File: config.mk
export PLATFORM = sky130hd
export DESIGN_NAME = efi_to_e820_memory_map
export DESIGN_NICKNAME = d
export VERILOG_FILES = /design/src/rtl/efi2e_pkg.sv /design/src/rtl/efi_to_e820_memory_map.sv /design/src/rtl/efi2e_in_stage.sv /design/src/rtl/efi2e_core.sv /design/src/rtl/efi2e_out_buf.sv
export SDC_FILE = /design/constraint.sdc
export NUM_CORES = 2
export LEC_CHECK = 0
export BUFFER_PORTS_ARGS = -buffer_cell sky130_fd_sc_hd__buf_2
export CAP_MARGIN = 20
export CELL_PAD_IN_SITES_DETAIL_PLACEMENT = 1
export CELL_PAD_IN_SITES_GLOBAL_PLACEMENT = 1
export CORE_UTILIZATION = 27
export CTS_BUF_LIST = sky130_fd_sc_hd__clkbuf_4
export DETAILED_ROUTE_END_ITERATION = 8
export PLACE_DENSITY = 0.5
export SYNTH_ARGS = -nofsm -noshare
export SYNTH_HDL_FRONTEND = slang
export SYNTH_HIERARCHICAL = 1
export SYNTH_SLANG_ARGS = --single-unit
File: constraint.sdc
create_clock -name clk -period 13.2 [get_ports clk]
set_input_delay 1.32 -clock clk [delete_from_list [all_inputs] [get_ports clk]]
set_output_delay 1.32 -clock clk [all_outputs]
set_load 0.01 [all_outputs]
File: src/rtl/efi2e_pkg.sv
// Shared types and constants for the UEFI to E820 memory map converter.
package efi2e_pkg;

    localparam int PAGE_SHIFT          = 12;
    localparam int MAX_ENTRIES_DEFAULT = 128;

    localparam logic [63:0] HOLE_LO = 64'h0000_0000_000A_0000;
    localparam logic [63:0] HOLE_HI = 64'h0000_0000_0010_0000;

    // input action codes
    localparam logic ACT_DESC = 1'b0;
    localparam logic ACT_END  = 1'b1;

    // result kinds
    localparam logic KIND_ENTRY   = 1'b0;
    localparam logic KIND_SUMMARY = 1'b1;

    // E820 types
    localparam logic [2:0] MT_NONE = 3'd0;
    localparam logic [2:0] MT_RAM  = 3'd1;
    localparam logic [2:0] MT_RSVD = 3'd2;
    localparam logic [2:0] MT_ACPI = 3'd3;
    localparam logic [2:0] MT_NVS  = 3'd4;

    // UEFI memory types that matter here
    localparam logic [31:0] EFI_LDR_CODE       = 32'd1;
    localparam logic [31:0] EFI_LDR_DATA       = 32'd2;
    localparam logic [31:0] EFI_BOOT_SVC_CODE  = 32'd3;
    localparam logic [31:0] EFI_BOOT_SVC_DATA  = 32'd4;
    localparam logic [31:0] EFI_CONVENTIONAL   = 32'd7;
    localparam logic [31:0] EFI_ACPI_RECLAIM   = 32'd9;
    localparam logic [31:0] EFI_ACPI_NVS       = 32'd10;

    typedef struct packed {
        logic        action;
        logic [31:0] efi_type;
        logic [63:0] base_addr;
        logic [51:0] page_cnt;
    } desc_t;

    typedef struct packed {
        logic        kind;
        logic [63:0] entry_addr;
        logic [63:0] entry_size;
        logic [2:0]  entry_type;
        logic [7:0]  entry_index;
        logic        overflowed;
        logic        last;
    } e820_t;

    // descriptor after type mapping and end computation
    typedef struct packed {
        logic        action;
        logic [2:0]  kind;
        logic [63:0] start;
        logic [63:0] size;
        logic [63:0] end_addr;
    } region_t;

    // results handed from the core to the output buffer
    typedef struct packed {
        logic [1:0] cnt;
        e820_t      r0;
        e820_t      r1;
    } push_t;

endpackage

File: src/rtl/efi_to_e820_memory_map.sv
// A descriptor is registered in the input stage; when the core takes it, its result beats
// are loaded into the output buffer slots and the first one is presented from there.
// Throughput: one descriptor per cycle while each yields at most one beat and e820_stall
// is low; a descriptor or end-of-map item yielding two beats holds the input until the
// buffer drains its last beat, as the single result port drains one beat per cycle.
// Reset (rst_n low, asynchronous) empties both stages and clears pending entry, count and
// overflow flag.
module efi_to_e820_memory_map
    import efi2e_pkg::*;
#(
    parameter int MAX_ENTRIES = MAX_ENTRIES_DEFAULT
)
(
    input  logic  clk,
    input  logic  rst_n,
    input  logic  desc_valid,
    output logic  desc_stall,
    input  desc_t desc_data,
    output logic  e820_valid,
    input  logic  e820_stall,
    output e820_t e820_data
);

    logic    room;
    logic    take;
    region_t item;
    push_t   push;

    efi2e_in_stage u_in (
        .clk        (clk),
        .rst_n      (rst_n),
        .desc_valid (desc_valid),
        .desc_stall (desc_stall),
        .desc_data  (desc_data),
        .room       (room),
        .take       (take),
        .item       (item)
    );

    efi2e_core #(
        .MAX_ENTRIES (MAX_ENTRIES)
    ) u_core (
        .clk   (clk),
        .rst_n (rst_n),
        .take  (take),
        .item  (item),
        .push  (push)
    );

    efi2e_out_buf u_out (
        .clk        (clk),
        .rst_n      (rst_n),
        .take       (take),
        .push       (push),
        .room       (room),
        .e820_valid (e820_valid),
        .e820_stall (e820_stall),
        .e820_data  (e820_data)
    );

endmodule

File: src/rtl/efi2e_in_stage.sv
// Input register: captures a descriptor, maps its type and precomputes its end.
module efi2e_in_stage
    import efi2e_pkg::*;
(
    input  logic    clk,
    input  logic    rst_n,
    input  logic    desc_valid,
    output logic    desc_stall,
    input  desc_t   desc_data,
    input  logic    room,
    output logic    take,
    output region_t item
);

    logic       vld_reg;
    logic       vld_next;
    region_t    item_reg;
    logic       accept;
    logic [2:0] kind_map;
    logic [63:0] size_in;

    always_comb
    begin
        case (desc_data.efi_type) inside
            EFI_LDR_CODE, EFI_LDR_DATA, EFI_BOOT_SVC_CODE,
            EFI_BOOT_SVC_DATA, EFI_CONVENTIONAL:
                kind_map = MT_RAM;
            EFI_ACPI_RECLAIM:
                kind_map = MT_ACPI;
            EFI_ACPI_NVS:
                kind_map = MT_NVS;
            default:
                kind_map = MT_RSVD;
        endcase
    end

    assign size_in    = 64'(desc_data.page_cnt) << PAGE_SHIFT;
    assign take       = vld_reg && room;
    assign desc_stall = vld_reg && !take;
    assign accept     = desc_valid && !desc_stall;
    assign vld_next   = accept || (vld_reg && !take);
    assign item       = item_reg;

    always_ff @(posedge clk or negedge rst_n)
    begin
        if (!rst_n)
        begin
            vld_reg <= 1'b0;
        end
        else
        begin
            vld_reg <= vld_next;
        end
    end

    always_ff @(posedge clk)
    begin
        if (accept)
        begin
            item_reg.action   <= desc_data.action;
            item_reg.kind     <= kind_map;
            item_reg.start    <= desc_data.base_addr;
            item_reg.size     <= size_in;
            item_reg.end_addr <= desc_data.base_addr + size_in;
        end
    end

endmodule

File: src/rtl/efi2e_core.sv
// Pending-entry state, hole clipping, merging and result generation.
module efi2e_core
    import efi2e_pkg::*;
#(
    parameter int MAX_ENTRIES = MAX_ENTRIES_DEFAULT
)
(
    input  logic    clk,
    input  logic    rst_n,
    input  logic    take,
    input  region_t item,
    output push_t   push
);

    localparam logic [7:0] MAX_CNT = 8'(MAX_ENTRIES);

    typedef struct packed {
        logic [63:0] addr;
        logic [63:0] size;
        logic [63:0] end_addr;
        logic [2:0]  kind;
        logic        valid;
        logic [7:0]  used;
        logic        ovf;
    } pend_t;

    typedef struct packed {
        pend_t st;
        logic  emit;
        e820_t ent;
    } add_t;

    pend_t state_reg;
    pend_t state_next;
    add_t  add_a;
    add_t  add_b;
    e820_t flush_ent;
    e820_t summary_ent;
    logic  is_ram;
    logic  in_hole;
    logic  do_a;
    logic  do_b;
    logic [63:0] a_start;
    logic [63:0] a_size;
    logic [63:0] a_end;

    function automatic e820_t make_entry(pend_t st);
        e820_t e;
        e.kind        = KIND_ENTRY;
        e.entry_addr  = st.addr;
        e.entry_size  = st.size;
        e.entry_type  = st.kind;
        e.entry_index = st.used - 8'd1;
        e.overflowed  = st.ovf;
        e.last        = 1'b0;
        return e;
    endfunction

    // new size on merge: end - base, equal to old size + region size mod 2^64
    function automatic add_t add_region(pend_t st, logic [63:0] s, logic [63:0] sz,
                                        logic [63:0] e, logic [2:0] k);
        add_t r;
        r.st   = st;
        r.emit = 1'b0;
        r.ent  = make_entry(st);
        if (st.used >= MAX_CNT)
        begin
            r.st.ovf = 1'b1;
        end
        else if (st.valid && st.end_addr == s && st.kind == k)
        begin
            r.st.size     = e - st.addr;
            r.st.end_addr = e;
        end
        else
        begin
            r.emit        = st.valid;
            r.st.addr     = s;
            r.st.size     = sz;
            r.st.end_addr = e;
            r.st.kind     = k;
            r.st.valid    = 1'b1;
            r.st.used     = st.used + 8'd1;
        end
        return r;
    endfunction

    always_comb
    begin
        is_ram  = (item.kind == MT_RAM);
        in_hole = is_ram && (item.start < HOLE_HI) && (item.end_addr > HOLE_LO);

        // region A: whole region, or the part below 640K; region B: part above 1MB
        do_a    = !in_hole || (item.start < HOLE_LO);
        do_b    = in_hole && (item.end_addr > HOLE_HI);
        a_start = item.start;
        a_size  = in_hole ? (HOLE_LO - item.start) : item.size;
        a_end   = in_hole ? HOLE_LO : item.end_addr;

        add_a = add_region(state_reg, a_start, a_size, a_end, item.kind);
        if (!do_a)
        begin
            add_a.st   = state_reg;
            add_a.emit = 1'b0;
        end
        add_b = add_region(add_a.st, HOLE_HI, item.end_addr - HOLE_HI, item.end_addr,
                           MT_RAM);
        if (!do_b)
        begin
            add_b.st   = add_a.st;
            add_b.emit = 1'b0;
        end

        flush_ent = make_entry(state_reg);

        summary_ent.kind        = KIND_SUMMARY;
        summary_ent.entry_addr  = '0;
        summary_ent.entry_size  = '0;
        summary_ent.entry_type  = MT_NONE;
        summary_ent.entry_index = state_reg.used;
        summary_ent.overflowed  = state_reg.ovf;
        summary_ent.last        = 1'b1;

        push = '0;
        if (item.action == ACT_END)
        begin
            state_next = '0;
            if (state_reg.valid)
            begin
                push.cnt = 2'd2;
                push.r0  = flush_ent;
                push.r1  = summary_ent;
            end
            else
            begin
                push.cnt = 2'd1;
                push.r0  = summary_ent;
            end
        end
        else
        begin
            state_next = add_b.st;
            push.cnt   = 2'(add_a.emit) + 2'(add_b.emit);
            push.r0    = add_a.emit ? add_a.ent : add_b.ent;
            push.r1    = add_b.ent;
            if (add_a.emit && add_b.emit)
            begin
                push.r1.last = 1'b1;
            end
            else
            begin
                push.r0.last = 1'b1;
            end
        end
    end

    always_ff @(posedge clk or negedge rst_n)
    begin
        if (!rst_n)
        begin
            state_reg <= '0;
        end
        else if (take)
        begin
            state_reg <= state_next;
        end
    end

endmodule

File: src/rtl/efi2e_out_buf.sv
// Two-slot result buffer; a descriptor may produce two beats.
module efi2e_out_buf
    import efi2e_pkg::*;
(
    input  logic  clk,
    input  logic  rst_n,
    input  logic  take,
    input  push_t push,
    output logic  room,
    output logic  e820_valid,
    input  logic  e820_stall,
    output e820_t e820_data
);

    logic [1:0] cnt_reg;
    logic [1:0] cnt_next;
    e820_t      slot0_reg;
    e820_t      slot1_reg;
    logic       pop;
    logic       load;

    assign e820_valid = (cnt_reg != 2'd0);
    assign e820_data  = slot0_reg;
    assign pop        = e820_valid && !e820_stall;
    // core may write only when the buffer is empty or drains its last beat this cycle
    assign room       = (cnt_reg == 2'd0) || ((cnt_reg == 2'd1) && !e820_stall);
    assign load       = take && (push.cnt != 2'd0);

    always_comb
    begin
        if (load)
        begin
            cnt_next = push.cnt;
        end
        else if (pop)
        begin
            cnt_next = cnt_reg - 2'd1;
        end
        else
        begin
            cnt_next = cnt_reg;
        end
    end

    always_ff @(posedge clk or negedge rst_n)
    begin
        if (!rst_n)
        begin
            cnt_reg <= 2'd0;
        end
        else
        begin
            cnt_reg <= cnt_next;
        end
    end

    always_ff @(posedge clk)
    begin
        if (load)
        begin
            slot0_reg <= push.r0;
            slot1_reg <= push.r1;
        end
        else if (pop)
        begin
            slot0_reg <= slot1_reg;
        end
    end

endmodule

### Word-level counts from Yosys, hierarchy flattened

Cells that the tools add are included.

* register bits: 676
* output and inout port bits: 144
* word-level logic and storage cells: 117

* reduce and logical (&&, ||, !) cells: 27
* add/subtract/negate cells: 11
* equal/unequal tests: 13
* $lt $le $gt $ge: 6
* multiplexer cells: 31

Operators by type and width (number)
* 142-bit two-way mux: 3
* 206-bit two-way mux: 2
* 204-bit two-way mux: 2
* 286-bit two-way mux: 1
* 128-bit two-way mux: 2
* 64-bit two-way mux: 4
* 205-bit two-way mux: 1
* 144-bit two-way mux: 1
* 141-bit two-way mux: 1
* 64-bit subtractor: 2
* 64-bit adder: 1
* 32-bit by 2-bit equality test with 1-bit output (second input constant): 2
* 32-bit by 3-bit equality test with 1-bit output (second input constant): 2
* 32-bit by 4-bit equality test with 1-bit output (second input constant): 2
* 64-bit by 21-bit equality test with 1-bit output (second input constant): 1
* 64-bit equality test: 1
* 64-bit by 20-bit greater-than comparator with 1-bit output (second input constant): 1
* 64-bit by 21-bit greater-than comparator with 1-bit output (second input constant): 1
* 64-bit by 20-bit less-than comparator with 1-bit output (second input constant): 1
* 64-bit by 21-bit less-than comparator with 1-bit output (second input constant): 1
* 20-bit by 64-bit subtractor with 64-bit output (first input constant): 1
* 64-bit by 21-bit subtractor with 64-bit output (second input constant): 1
* 32-bit by 1-bit equality test with 1-bit output (second input constant): 1
* 12-bit two-way mux: 2
* other kinds (18): 51

### Depth between registers and ports, before layout

* depth in word-level cells: 20
* mapped depth: 36
* mapped depth without buffers: 29

### Cells and area by module

The synthesis kept the hierarchy.

By module, submodules not included
* efi2e_core: times used 1, area an instance 25346.8 sq um, cells each 3537
* efi2e_out_buf: times used 1, area an instance 10436.3 sq um, cells each 759
* efi2e_in_stage: times used 1, area an instance 8515.7 sq um, cells each 661

### Worst setup path before layout

No wires, ideal clock.

* kind: in2reg
* start: input port e820_stall
* end: register u_out.slot0_reg, in the netlist u_out/e820_data[0] (enable)
* setup slack: 1136 ps
* path buffers: 0
* data required time: 12361 ps
* arrival: 11224 ps
* stages on the path: 1
* library setup time: 839 ps
* cells stage by stage: o21ai_0

* word-level cells in the longest chain between the ends: 6

RTL lines
* start, declared: line efi_to_e820_memory_map.sv:20 `input logic e820_stall,`
* 1-bit logical NOT *: line efi2e_out_buf.sv:24, efi2e_out_buf.sv:26
* 1-bit logical AND: line efi2e_out_buf.sv:26 `assign room = (cnt_reg == 2'd0) || ((cnt_reg == 2'd1) && !e820_stall);`
* 1-bit logical OR: line efi2e_out_buf.sv:26
* 1-bit logical AND: line efi2e_in_stage.sv:38 `assign take = vld_reg && room;`
* 1-bit logical AND: line efi2e_out_buf.sv:27 `assign load = take && (push.cnt != 2'd0);`
* 2-bit nonzero test (no line) *
* end signal, assigned: line efi2e_out_buf.sv:61 `slot0_reg <= push.r0;`
* end signal, assigned: line efi2e_out_buf.sv:66 `slot0_reg <= slot1_reg;`
* end, declared: line efi2e_out_buf.sv:17 `e820_t slot0_reg;`

Every way passes the cells marked *; elsewhere a longest branch is shown, timed or not.
A chain may end at the register's enable or synchronous reset.

==> flow_metrics.py <==
metrics = {
    "logic_synthesis": {
        "ys.flop_type": "edfxtp_1",
        "synth.most_common_cell": "nand2_1",
        "yosysWarnings": 6,
        "synth_seq_cells": 664,
        "async_flop_share_pct": 31.33,
        "synth.distinct_cells": 121,
        "synth.top_cell.area_share_pct": 30.91,
        "synth_top_cell_by_area": "edfxtp_1",
        "yosysSeqAreaShare_pct": 42.66,
        "synth_common_cells": "789 x nand2_1, 456 x edfxtp_1, 429 x nor2_1",
        "synth-edff-count": 456,
        "ys_top_cells_by_area": "edfxtp_1 31%, dfrtp_1 12%, nand2_1 6.7%, ha_1 4.6%, xnor2_1 4.6%",
        "syn_inst": 4957,
        "synth_area_per_cell_sq_um": 8.937,
        "syn-cell-area_sq_mm": 0.04430,
    },
    "route": {
        "vias": 41291,
        "drt_iter0_markers": 3657,
        "ant_nets": 0,
        "drcViolationCount": 0,
        "wl_per_cell_um": 28.71,
        "first_pass_iters": 5,
        "drt-vias-per-instance": 5.446,
        "drt_wl_total_mm": 217.7,
    },
    "finish": {
        "layout-drive-gt1-share_pct": 15.20,
        "stdcell_count": 7582,
        "syn2layout_area_growth_pct": 14.52,
        "post-route-cell-area_sq_mm": 0.05073,
        "largest_reg_flops": 172,
        "nNetsFinal": 5544,
    },
    "cts": {
        "cts_resized": 0,
        "clkLatencyLatePin_ps": 1290,
        "h-tree-depth": 4,
        "cts_setup_buffers": 0,
        "cts_tree": "yes",
        "cts_root_buffer": "clkbuf_4",
        "cts.sinks": 664,
        "numCtsBuffers": 202,
        "cts.clk_slew.worst_paths_ps": 60,
        "clock_path_buffers": 3,
    },
    "power": {
        "p_per_area_mw_per_mm2": 239.8,
        "p_total_mw": 12.16,
        "leakagePower_nw": 20.27,
        "ir_drop_mv": 0.1462,
    },
    "critical_path": {
        "worstPathRequired_ps": 14220,
        "crit_top_cell": "o21ai_0",
        "endpoint_kind": "flop",
        "critPathMaxStageDelay_ps": 640,
        "ff2ff_setup_slack_ps": 4430,
        "worst_setup_path_start_kind": "flop",
        "cp_max_fo": 42,
        "criticalPathCategory": "reg2reg",
        "reg2regPathDepth": 27,
        "r2r_end": "u_out/e820_data[67]$_DFFE_PP_",
        "slowest_stage": "o311ai_0",
        "critical_path_arrival_ps": 9790,
        "rr_startpoint": "u_in/item[21]$_DFFE_PP_",
    },
    "floorplan": {
        "fp.dieArea_sq_mm": 0.1657,
        "die_h_um": 407.1,
        "rows": 148,
        "die_w_um": 407.1,
        "ioPinCount": 297,
        "core_area_sq_mm": 0.1628,
        "start_util_pct": 27.22,
    },
    "placement": {
        "hpwlAfterDp_mm": 165.1,
        "placed_area_sq_mm": 0.04789,
        "portBuffers": 296,
        "place_inst": 7192,
        "gp_congestion": 0.9557,
    },
    "sta": {
        "fmax_ghz": 0.1140,
        "rsz0062_at_grt": "no",
        "setup_viol": 0,
        "worst_slew_pin_slew_ps": 1187,
        "finClkSkew_ps": 109.1,
        "drv_slew": 0,
        "min_period_ps": 8775,
        "tns_ps": 0,
        "slew_headroom_pct": 20.88,
        "period_share_pct": 66.47,
        "hold_viol_final": 0,
    },
    "global_route": {
        "grt_util_all_layers_pct": 25.84,
        "antenna_found_initial": 14,
        "grt_pass1_vias": 40621,
        "grt_first_pass_wirelength_mm": 307.6,
        "grt_max_degree": 140,
        "grt_remaining_overflow": 0,
    },
    "outcome": {
        "status": "finished clean",
    },
    "hold_path": {
        "worstHoldEndpoint": "u_in/item[5]$_DFFE_PP_",
        "hold_depth": 1,
        "min_from": "desc_data[57]",
        "hp-class": "in2reg",
    },
    "run": {
        "timing.max_cap.violations": 0,
    },
}
cells in the final DEF, fill, tap and decap left out, drive strengths merged, types with 89 or more instances in the layout:
cell / n
clkbuf: 317
a22o: 130
xnor2: 234
o22ai: 95
ha: 164
a21o: 113
nor2: 432
nand2: 789
dfrtp: 208
a21oi: 418
nor3: 89
inv: 161
o21ai: 314
buf: 378
edfxtp: 456
metrics by stage:
step,hold WS (ps),setup WS (ps),util [%]
6_report,219.9,4425,31.17
5_1_grt,118.1,4156,31.16
4_1_cts,65.47,4605,31.14
3_5_place_dp,497.3,4664,29.42
3_3_place_gp,489.1,4833,29.41
2_1_floorplan,470.8,1136,-
worst max path at each step:
stage | startpoint | end | slack (ps)
final | u_in/item[21]$_DFFE_PP_ | u_out/e820_data[67]$_DFFE_PP_ | 4430
after global routing | u_in/item[21]$_DFFE_PP_ | u_out/e820_data[67]$_DFFE_PP_ | 4160
after CTS | u_in/item[21]$_DFFE_PP_ | u_out/e820_data[67]$_DFFE_PP_ | 4610
after detailed placement | u_in/item[21]$_DFFE_PP_ | u_out/e820_data[67]$_DFFE_PP_ | 4660
after global placement | u_in/item[21]$_DFFE_PP_ | u_out/e820_data[75]$_DFFE_PP_ | 4830
after floorplan | e820_stall | u_out/e820_data[0]$_DFFE_PP_ | 1140
kinds of logic (layout without fill, tap and decap cells):
kind of cell | after synthesis | in the layout | synth area share, %
and+or+nand+nor | 1837 | 1837 | 19.15
AOI/OAI and AO/OA | 1434 | 1434 | 21.33
DFF | 664 | 664 | 42.66
buffers and inverters | 484 | 916 | 4.607
xor gates and xnor gates | 319 | 319 | 6.307
adders and majority gates | 194 | 194 | 5.383
muxes | 24 | 24 | 0.5536
other | 1 | 19 | 0.008465
report_power, final:
group | total (mW) | switching (mW) | internal [mW] | leakage, nW
logic | 6.03 | 4.11 | 1.92 | 11.6
registers | 3.93 | 0.666 | 3.26 | 7.07
clock network | 2.21 | 1.06 | 1.14 | 1.65
metal layers:
| layer | track usage, % | wire, um | part of all wire, % | up-vias |
|---|---|---|---|---|
| met3 | 4.552 | 13620 | 6.3 | 246 |
| li1 | - | - | - | 18617 |
| met4 | 7.387 | 5492 | 2.5 | 6 |
| met1 | 39.05 | 108500 | 50 | 21045 |
| met5 | 0 | 43 | 0.020 | - |
| met2 | 36.97 | 90070 | 41 | 1377 |
cell type report:
type                    instances  area, sq um
repair buffers                379         2163
well taps                    2175         2721
fillers                     19068       112000
flip-flops and latches        664        18900
inverters                     157        598.1
clock buffers                 317         2380
multi-input cells            3820        23550
clock inverters                63        401.6
diodes                          7        17.52
critical path: cells and delay by family, from the launching register on:
family,cells,cell delay [ps]
AOI/OAI and AO/OA,15,4870
xor gates and xnor gates,1,90
adders and majority gates,2,490
buffers and inverters,1,240
DFF,1,530
and+or+nand+nor,8,2300
repair_timing:
action	4_1_cts	5_1_grt
endpoints found under the setup margin	0	0
hold endpoints to repair	48	0
hold buffers	1	0
No activity file was read; power rests on OpenSTA's default activity.
